`config.mk`:
```
export PLATFORM = sky130hd
export DESIGN_NAME = bounded_priority_queue_core
export DESIGN_NICKNAME = d
export VERILOG_FILES = /design/src/rtl/bpq_pkg.sv /design/src/rtl/bpq_cell.sv /design/src/rtl/bounded_priority_queue_core.sv
export SDC_FILE = /design/constraint.sdc
export NUM_CORES = 2
export LEC_CHECK = 0
export ABC_CLOCK_PERIOD_IN_PS = 12800
export BUFFER_PORTS_ARGS = -buffer_cell sky130_fd_sc_hd__buf_2
export CAP_MARGIN = 20
export CORE_UTILIZATION = 33
export CTS_CLUSTER_SIZE = 25
export DETAILED_ROUTE_END_ITERATION = 10
export PLACE_DENSITY = 0.53
export SYNTH_ARGS = -nofsm -noshare
export SYNTH_HDL_FRONTEND = slang
export SYNTH_SLANG_ARGS = --single-unit
```
`constraint.sdc`:
```
create_clock -name clk_i -period 12.8 [get_ports clk_i]
set_input_delay 1.28 -clock clk_i [delete_from_list [all_inputs] [get_ports clk_i]]
set_output_delay 1.28 -clock clk_i [all_outputs]
set_load 0.01 [all_outputs]
```
`src/rtl/bpq_pkg.sv`:
```
// Package for the bounded priority queue: payload structs, codes and
// the control and scan-carry structs shared by the core and its cells.
// No dependencies.
package bpq_pkg;

  localparam int unsigned BPQ_DEPTH = 16;
  localparam int unsigned DATA_W    = 32;
  localparam int unsigned FILL_W    = 5;
  localparam int unsigned MODE_W    = 2;
  localparam int unsigned CAP_W     = 5;
  localparam int unsigned CFG_IDX_W = 1;
  localparam int unsigned CFG_DAT_W = 5;

  localparam logic [CFG_IDX_W-1:0] CFG_MODE = 1'b0;
  localparam logic [CFG_IDX_W-1:0] CFG_CAP  = 1'b1;

  localparam logic [CAP_W-1:0] CAP_RESET = 5'd16;

  typedef enum logic [MODE_W-1:0] {
    MODE_OLDEST = 2'd0,
    MODE_MIN    = 2'd1,
    MODE_MAX    = 2'd2,
    MODE_SPARE  = 2'd3
  } mode_e;

  typedef enum logic {
    CMD_PUT  = 1'b0,
    CMD_TAKE = 1'b1
  } cmd_e;

  typedef enum logic [1:0] {
    ST_DONE  = 2'd0,
    ST_FULL  = 2'd1,
    ST_EMPTY = 2'd2,
    ST_RSVD  = 2'd3
  } status_e;

  typedef struct packed {
    logic                     cmd;
    logic signed [DATA_W-1:0] value_in;
  } bpq_in_t;

  typedef struct packed {
    logic [1:0]               status;
    logic signed [DATA_W-1:0] value_out;
    logic [FILL_W-1:0]        fill_count;
  } bpq_out_t;

  // Broadcast from the core to every cell.
  typedef struct packed {
    logic                     put_en;
    logic signed [DATA_W-1:0] put_value;
    logic                     shift_en;
    logic                     scan_min;
  } bpq_ctrl_t;

  // Scan word handed from cell to cell.
  typedef struct packed {
    logic                     tok;
    logic                     has;
    logic signed [DATA_W-1:0] best;
  } bpq_carry_t;

endpackage

```
`src/rtl/bpq_cell.sv`:
```
// One storage cell of the bounded priority queue: holds one entry, takes
// part in appends and close-up shifts, and does one compare of the scan.
// Depends on bpq_pkg.
module bpq_cell #(
  parameter int unsigned CELL_IDX = 0,
  parameter int unsigned IDX_W    = 4
) (
  input  logic                           clk_i,
  input  logic                           rst_ni,
  input  bpq_pkg::bpq_ctrl_t             ctrl_i,
  input  logic [IDX_W-1:0]               shift_idx_i,
  input  logic                           prev_valid_i,
  input  logic                           next_valid_i,
  input  logic signed [bpq_pkg::DATA_W-1:0] next_value_i,
  input  bpq_pkg::bpq_carry_t            carry_i,
  input  logic [IDX_W-1:0]               carry_idx_i,
  output logic                           valid_o,
  output logic signed [bpq_pkg::DATA_W-1:0] value_o,
  output bpq_pkg::bpq_carry_t            carry_o,
  output logic [IDX_W-1:0]               carry_idx_o
);
  import bpq_pkg::*;

  localparam logic [IDX_W-1:0] MyIdx = IDX_W'(CELL_IDX);

  logic                     valid_q, valid_d;
  logic signed [DATA_W-1:0] value_q, value_d;
  bpq_carry_t               carry_q, carry_d;
  logic [IDX_W-1:0]         cidx_q, cidx_d;
  logic                     better;
  logic                     append;

  assign append = ctrl_i.put_en && prev_valid_i && !valid_q;

  always_comb begin
    valid_d = valid_q;
    value_d = value_q;
    if (append) begin
      valid_d = 1'b1;
      value_d = ctrl_i.put_value;
    end else if (ctrl_i.shift_en) begin
      // thermometer of valid bits loses its top cell
      valid_d = next_valid_i;
      if (MyIdx >= shift_idx_i) begin
        value_d = next_value_i;
      end
    end
  end

  // strict compare keeps the earliest entry on ties
  assign better = ctrl_i.scan_min ? (value_q < carry_i.best) : (value_q > carry_i.best);

  always_comb begin
    carry_d = carry_i;
    cidx_d  = carry_idx_i;
    if (carry_i.tok && valid_q && (!carry_i.has || better)) begin
      carry_d.has  = 1'b1;
      carry_d.best = value_q;
      cidx_d       = MyIdx;
    end
  end

  always_ff @(posedge clk_i or negedge rst_ni) begin
    if (!rst_ni) begin
      valid_q <= 1'b0;
      carry_q <= '0;
    end else begin
      valid_q <= valid_d;
      carry_q <= carry_d;
    end
  end

  always_ff @(posedge clk_i) begin
    value_q <= value_d;
    cidx_q  <= cidx_d;
  end

  assign valid_o     = valid_q;
  assign value_o     = value_q;
  assign carry_o     = carry_q;
  assign carry_idx_o = cidx_q;

endmodule

```
`src/rtl/bounded_priority_queue_core.sv`:
```
// Top level of the bounded priority queue: command decode, fill count,
// configuration registers and the row of bpq_cell storage cells.
// Depends on bpq_pkg and bpq_cell.
//
// Usage: raise start with a word on in_i (cmd put or take, value_in);
// the word is taken at a clock edge where busy is low. Each word gives
// exactly one result word on res_o, marked by res_valid_o for one cycle:
// status, removed value (0 unless a take succeeded) and the new count.
// Puts, refused operations and oldest-first takes finish at the accepting
// edge: the result shows in the next cycle and busy stays low, so one
// word per cycle. Smallest- or largest-first takes send a scan word down
// the cell row, one cell per cycle; busy is high while the scan runs, and
// the result is registered at the edge that drops busy, so the next word
// is taken only once busy is low. The removal and close-up of the gap
// happen together at the end of the scan.
// Configuration: cfg_we_i with cfg_idx_i (0 removal mode, 1 capacity) and
// cfg_wdata_i, written at once; write only while the queue is idle.
// Reset empties the queue, sets oldest-first mode and capacity 16.
// The receiver cannot stall; results are never held back.
module bounded_priority_queue_core #(
  parameter int unsigned DEPTH = bpq_pkg::BPQ_DEPTH
) (
  input  logic                            clk_i,
  input  logic                            rst_ni,
  input  logic                            start,
  input  bpq_pkg::bpq_in_t                in_i,
  output logic                            busy,
  output logic                            res_valid_o,
  output bpq_pkg::bpq_out_t               res_o,
  input  logic                            cfg_we_i,
  input  logic [bpq_pkg::CFG_IDX_W-1:0]   cfg_idx_i,
  input  logic [bpq_pkg::CFG_DAT_W-1:0]   cfg_wdata_i
);
  import bpq_pkg::*;

  localparam int unsigned IdxW = $clog2(DEPTH);
  localparam int unsigned CntW = $clog2(DEPTH + 1);
  localparam int unsigned CmpW = (CntW > FILL_W) ? CntW : FILL_W;

  typedef enum logic [1:0] {
    S_IDLE = 2'b01,
    S_SCAN = 2'b10
  } state_e;

  state_e            state_q, state_d;
  logic [CntW-1:0]   count_q, count_d;
  logic [MODE_W-1:0] mode_q;
  logic [CAP_W-1:0]  cap_q;
  logic              rvalid_q, rvalid_d;
  bpq_out_t          res_q, res_d;

  bpq_ctrl_t         ctrl;
  logic [IdxW-1:0]   shift_idx;
  bpq_carry_t        head;
  logic              accept;
  logic              full;
  logic              sorted_take;
  logic [CmpW-1:0]   count_ext;
  logic [CmpW-1:0]   count_d_ext;

  logic                     valid   [DEPTH];
  logic signed [DATA_W-1:0] value   [DEPTH];
  bpq_carry_t               carry   [DEPTH];
  logic [IdxW-1:0]          cidx    [DEPTH];

  assign accept      = start && (state_q == S_IDLE);
  assign busy        = (state_q != S_IDLE);
  assign count_ext   = CmpW'(count_q);
  assign full        = (count_ext >= CmpW'(cap_q)) || (count_ext >= CmpW'(DEPTH));
  assign sorted_take = (mode_q == MODE_MIN) || (mode_q == MODE_MAX);
  assign count_d_ext = CmpW'(count_d);

  assign head.tok  = accept && (in_i.cmd == CMD_TAKE) && (count_q != '0) && sorted_take;
  assign head.has  = 1'b0;
  assign head.best = '0;

  always_comb begin
    state_d        = state_q;
    count_d        = count_q;
    rvalid_d       = 1'b0;
    res_d          = res_q;
    ctrl.put_en    = 1'b0;
    ctrl.put_value = in_i.value_in;
    ctrl.shift_en  = 1'b0;
    ctrl.scan_min  = (mode_q == MODE_MIN);
    shift_idx      = '0;
    case (state_q)
      S_IDLE: begin
        if (accept) begin
          res_d.status    = ST_DONE;
          res_d.value_out = '0;
          if (in_i.cmd == CMD_PUT) begin
            if (full) begin
              res_d.status = ST_FULL;
            end else begin
              ctrl.put_en = 1'b1;
              count_d     = count_q + CntW'(1);
            end
            rvalid_d = 1'b1;
          end else if (count_q == '0) begin
            res_d.status = ST_EMPTY;
            rvalid_d     = 1'b1;
          end else if (sorted_take) begin
            state_d = S_SCAN;
          end else begin
            // oldest first: drop the head cell
            ctrl.shift_en   = 1'b1;
            res_d.value_out = value[0];
            count_d         = count_q - CntW'(1);
            rvalid_d        = 1'b1;
          end
        end
      end
      S_SCAN: begin
        if (carry[DEPTH-1].tok) begin
          ctrl.shift_en   = 1'b1;
          shift_idx       = cidx[DEPTH-1];
          res_d.status    = ST_DONE;
          res_d.value_out = carry[DEPTH-1].best;
          count_d         = count_q - CntW'(1);
          rvalid_d        = 1'b1;
          state_d         = S_IDLE;
        end
      end
      default: begin
        state_d = S_IDLE;
      end
    endcase
    res_d.fill_count = count_d_ext[FILL_W-1:0];
  end

  always_ff @(posedge clk_i or negedge rst_ni) begin
    if (!rst_ni) begin
      state_q  <= S_IDLE;
      count_q  <= '0;
      rvalid_q <= 1'b0;
      mode_q   <= MODE_OLDEST;
      cap_q    <= CAP_RESET;
    end else begin
      state_q  <= state_d;
      count_q  <= count_d;
      rvalid_q <= rvalid_d;
      if (cfg_we_i) begin
        case (cfg_idx_i)
          CFG_MODE: mode_q <= cfg_wdata_i[MODE_W-1:0];
          CFG_CAP:  cap_q  <= cfg_wdata_i[CAP_W-1:0];
          default: begin
            mode_q <= mode_q;
          end
        endcase
      end
    end
  end

  always_ff @(posedge clk_i) begin
    res_q <= res_d;
  end

  for (genvar g = 0; g < DEPTH; g++) begin : g_cell
    logic                     prev_v;
    logic                     next_v;
    logic signed [DATA_W-1:0] next_val;
    bpq_carry_t               cin;
    logic [IdxW-1:0]          cin_idx;

    if (g == 0) begin : g_first
      assign prev_v  = 1'b1;
      assign cin     = head;
      assign cin_idx = '0;
    end else begin : g_mid
      assign prev_v  = valid[g-1];
      assign cin     = carry[g-1];
      assign cin_idx = cidx[g-1];
    end

    if (g == DEPTH - 1) begin : g_last
      assign next_v   = 1'b0;
      assign next_val = value[g];
    end else begin : g_inner
      assign next_v   = valid[g+1];
      assign next_val = value[g+1];
    end

    bpq_cell #(
      .CELL_IDX (g),
      .IDX_W    (IdxW)
    ) u_cell (
      .clk_i        (clk_i),
      .rst_ni       (rst_ni),
      .ctrl_i       (ctrl),
      .shift_idx_i  (shift_idx),
      .prev_valid_i (prev_v),
      .next_valid_i (next_v),
      .next_value_i (next_val),
      .carry_i      (cin),
      .carry_idx_i  (cin_idx),
      .valid_o      (valid[g]),
      .value_o      (value[g]),
      .carry_o      (carry[g]),
      .carry_idx_o  (cidx[g])
    );
  end

  assign res_valid_o = rvalid_q;
  assign res_o       = res_q;

endmodule

```
==> impl.org <==
** Power and ir drop
- Maximum VDD drop :: 0.116 mV
- P_leak :: 29.9 nW
- Dividing total power by cell area gives a power density of 122 nW/um2.

** Global route
- The via count of the first global-routing pass is 39700.
- The first global-routing pass estimated 267000 um of wire.
- Met1 Resource Use GR :: 0.261
- GR Util met3 :: 0.0262
- Summed over all layers, the global routing overflow is 0.
- In the global route stage, met2 resource usage came out at 0.322.
- Initial antenna violation count :: 12
- Most Crowded Layer GR :: met2
- Entering global routing, the biggest net connects 149 pins.
- Across every metal layer, demand over resource in global routing totals 0.192.

** Run
- Max capacitance violation total :: 0

** Detailed routing
- Number of optimization iterations in the first detailed-route pass :: 5
- Dividing the detail-routed via count by the number of cells gives 5.11.
- After detailed routing, the total wire length is 180000 um.
- Remaining number of nets flagged by the antenna check after routing :: 0
- After detailed routing, the average wire length per cell comes to 23.5 um.
- The detailed router finished its first iteration with 3355 violations.
- Vias after detailed routing :: 39000
- Post-route DRC violation count :: 0

** Critical path
- The number of cells on the worst reg-to-reg path is 12.
- Arrival time worst endpoint :: 5200 ps
- Biggest fanout along the worst timing path :: 34
- STA classifies the critical path startpoint as a flop.
- In this run the critical register-to-register path is launched from count_ext[0].
- WS Path Type :: flop to flop
- Reg-to-reg setup timing slack :: 8030 ps
- The worst register-to-register path ends at g_cell[1].u_cell.value_o[10].
- STA classifies the critical path endpoint as a flop.
- In this run the worst setup path terminates at g_cell[1].u_cell.value_o[10].
- Worst setup startpoint :: count_ext[0]
- STA puts the critical path data required time at 13230 ps.

** Floorplan
- Number of placement rows :: 157
- 84 I/O pins were placed.
- The die covers 187000 um2.
- Die height :: 432 um
- For this configuration, the core starts out at a cell density of 0.333.
- The core region is 183000 um2.
- From left edge to right edge, the die measures 432 um.

** Outcome
- Outcome :: finished clean

** CTS
- Clock tree from TritonCTS :: yes
- Largest buffer count on any clock path :: 3
- Latest clock arrival within the worst-skew pair :: 790 ps
- Clock-pin slew was measured on the worst setup and hold paths at 60 ps.
- Post-CTS setup buffer count :: 0
- CTS Root Cell :: sky130_fd_sc_hd__clkbuf_16
- Count of clock tree sinks :: 1174
- Number of H-tree levels :: 4
- Total CTS buffers :: 138
- Post-cts resize count :: 0
- Hold repair after CTS inserted 0 buffers.

** Yosys
- Yosys mapped a number of flops with a built-in enable equal to 546.
- Measured against the total synthesized area, the mux share comes to 0.160.
- Post-synthesis sequential area ratio :: 0.521
- Flip-flop cell with the highest count after synthesis :: sky130_fd_sc_hd__dfrtp_1
- After synthesis, the cell types taking the most area are sky130_fd_sc_hd__edfxtp_1 27%, sky130_fd_sc_hd__dfrtp_1 23%, sky130_fd_sc_hd__ha_1 10%.
- Of the total synthesized cell area, the portion taken by XOR and XNOR cells is 0.000143.
- Of all cell types, the one taking the most synthesized area is sky130_fd_sc_hd__edfxtp_1.
- In this run the cell area of the synthesized design comes to 61100 um2.
- Simple-gate portion of the synthesized area :: 0.0733
- The share of synthesized area in the top cell type comes to 0.268.
- Synthesized-area fraction occupied by adder cells :: 0.100
- Share of flip-flops with an asynchronous set or reset :: 0.489
- Averaged over all synthesized cells, the footprint is 12.3 um2.
- The number of nets handed over by synthesis was 5513.
- Combinational family with the most area after synthesis :: multiplexers
- Number of warnings printed during yosys synthesis :: 0
- Netlist cell types :: 77
- Post-synthesis instance total :: 4980
- Share of the synthesized area in compound gates (AO/OA/AOI/OAI) :: 0.0826
- Number of register bits inferred by synthesis :: 1174

** Timing
- Setup repair after global routing missed its margin :: false
- Final hold analysis gives a worst-case slack of 380 ps.
- In the finished design, the share of the clock period the worst path needs comes to 0.373.
- Slew Limit Headroom :: 0.288
- The clock arrives with 42.8 ps of skew.
- After routing, the total negative slack on setup checks comes to 0 ps.
- The count of endpoints failing hold in the final timing report was 0.
- Setup violations, final :: 0
- At the pin with the least slew margin, the transition time is 1050 ps.
- Total count of max-transition violations in the final report :: 0
- Static timing analysis puts the maximum clock frequency at 209 MHz.
- The worst path in the final design needs a cycle of 4770 ps, including I/O delays and setup.

** Placed design
- Port-buffer cells :: 83
- Final GP Congestion :: 0.843
- Post-detailed-placement half-perimeter wirelength :: 126000 um

** Cells and area
- Total number of nets in the final design :: 5585
- In the layout the commonest cells are 704 x sky130_fd_sc_hd__inv_1, 572 x sky130_fd_sc_hd__dfrtp_1, 546 x sky130_fd_sc_hd__edfxtp_1.
- The area growth from synthesis to layout is 13.1%.
- The filler cells instantiated in the layout total 17700.
- Fraction of final layout cells sized beyond drive strength 1 :: 0.232
- Leaving out fill and tap cells, the most frequent cell in the layout is sky130_fd_sc_hd__inv_1.

** Min path
- Path category of the worst min-delay check :: flop to flop
==> sequential cells by signal (all words and copies together) (netlist names) <==
register / flops
g_cell.u_cell.carry_o: 543
g_cell.u_cell.value_o: 512
g_cell.u_cell.carry_idx_o: 49
res_o: 39
g_cell.u_cell.valid_o: 16
cap_q: 5
count_ext: 5
mode_q: 2
state_q: 2
res_valid_o: 1
==> how the worst min path moves through the flow <==
stage,startpoint,slack [ps],endpoint,depth (start not counted)
3_5_place_dp,g_cell[0].u_cell.carry_o[33],370,g_cell[1].u_cell.carry_o[33],0
6_report,g_cell[0].u_cell.carry_o[33],380,g_cell[1].u_cell.carry_o[33],0
3_3_place_gp,g_cell[0].u_cell.carry_o[33],370,g_cell[1].u_cell.carry_o[33],0
2_1_floorplan,g_cell[4].u_cell.carry_o[33],350,g_cell[5].u_cell.carry_o[33],0
5_1_grt,g_cell[0].u_cell.carry_o[33],390,g_cell[1].u_cell.carry_o[33],0
4_1_cts,g_cell[0].u_cell.carry_o[33],380,g_cell[1].u_cell.carry_o[33],0
==> worst max-delay path: stages, from the launching register on <==
cell and delay (ps):
sky130_fd_sc_hd__dfrtp_1 420, sky130_fd_sc_hd__inv_1 120, sky130_fd_sc_hd__ha_1 280, sky130_fd_sc_hd__nand2b_1 150, sky130_fd_sc_hd__a21o_1 180, sky130_fd_sc_hd__a21o_1 170, sky130_fd_sc_hd__a21o_1 230, sky130_fd_sc_hd__a2111oi_4 440
sky130_fd_sc_hd__and3_2 230, sky130_fd_sc_hd__buf_4 430, sky130_fd_sc_hd__nand3b_2 760, sky130_fd_sc_hd__nand2_1 530, sky130_fd_sc_hd__buf_4 410
==> power breakdown <==
| part | leakage [nW] | internal (mW) | switching [mW] |
|---|---|---|---|
| logic | 14.2 | 0.0240 | 0.154 |
| registers | 13.3 | 3.92 | 0.00170 |
| clock network | 2.40 | 2.62 | 1.68 |
| total | 29.9 | 6.57 | 1.83 |
==> synth_stat cells, types with 6 or more instances <==
library cell	number
sky130_fd_sc_hd__o21a_1	6
sky130_fd_sc_hd__nor3b_1	8
sky130_fd_sc_hd__mux2_4	252
sky130_fd_sc_hd__clkbuf_1	109
sky130_fd_sc_hd__a211o_1	8
sky130_fd_sc_hd__o21bai_1	9
sky130_fd_sc_hd__nand3_1	75
sky130_fd_sc_hd__nor2_1	59
sky130_fd_sc_hd__mux2_2	512
sky130_fd_sc_hd__o32ai_1	193
sky130_fd_sc_hd__and2_1	10
sky130_fd_sc_hd__nor4_1	21
sky130_fd_sc_hd__nor3_1	20
sky130_fd_sc_hd__edfxtp_1	546
sky130_fd_sc_hd__buf_6	30
sky130_fd_sc_hd__nand4_1	77
sky130_fd_sc_hd__o211ai_1	10
sky130_fd_sc_hd__nand2b_1	40
sky130_fd_sc_hd__nand2_1	422
sky130_fd_sc_hd__or3_1	25
sky130_fd_sc_hd__nand3b_4	9
sky130_fd_sc_hd__mux2_1	13
sky130_fd_sc_hd__and4_1	12
sky130_fd_sc_hd__buf_1	6
sky130_fd_sc_hd__a221oi_1	10
sky130_fd_sc_hd__a211oi_1	24
sky130_fd_sc_hd__a21o_1	100
sky130_fd_sc_hd__buf_2	69
sky130_fd_sc_hd__a2111oi_0	7
sky130_fd_sc_hd__and3_1	44
sky130_fd_sc_hd__inv_1	704
sky130_fd_sc_hd__a21oi_1	164
sky130_fd_sc_hd__or4_1	7
sky130_fd_sc_hd__nor2b_1	33
sky130_fd_sc_hd__a31oi_1	17
sky130_fd_sc_hd__dfrtp_1	572
sky130_fd_sc_hd__o21ai_0	117
sky130_fd_sc_hd__mux2i_1	6
sky130_fd_sc_hd__or2_2	14
sky130_fd_sc_hd__ha_1	490
sky130_fd_sc_hd__dfxtp_1	54
==> per-layer routing <==
layer,wire [um],share of wire
met5,0,0
met4,4030,0.022
met3,8760,0.049
met2,87200,0.49
met1,79600,0.44
==> layout make-up <==
class	instances	area, um2	share of cell area
Antenna cell	2	5.00	0.0000724
Clock buffer	173	3750	0.0542
Clock inverter	85	1220	0.0176
Inverter	704	2640	0.0382
Multi-Input combinational cell	2883	25600	0.370
Sequential cell	1174	31800	0.461
Tap cell	2464	3080	0.0446
Timing Repair Buffer	151	1010	0.0146
==> stage by stage <==
stage	total power [mW]	instance area, um2	std cells	setup slack, ps	utilization
finish	8.40	69100	7636	8030	0.377
global route	8.63	69100	7634	7760	0.377
CTS	8.49	69000	7629	8010	0.376
detailed placement	4.18	64100	7371	8050	0.349
global placement	4.18	64100	7370	8090	0.349
floorplan	4.05	61100	4980	7550	-
==> kinds of logic (layout without fill, tap and decap cells) <==
kind of cell | Yosys count | count (layout)
fa+ha+maj | 490 | 490
mux | 785 | 785
buf+inv | 923 | 1113
xor+xnor | 1 | 1
simple gates | 892 | 892
other cells | 0 | 2
compound gates | 715 | 715
flops | 1174 | 1174
(Power assumes the default switching activity.)
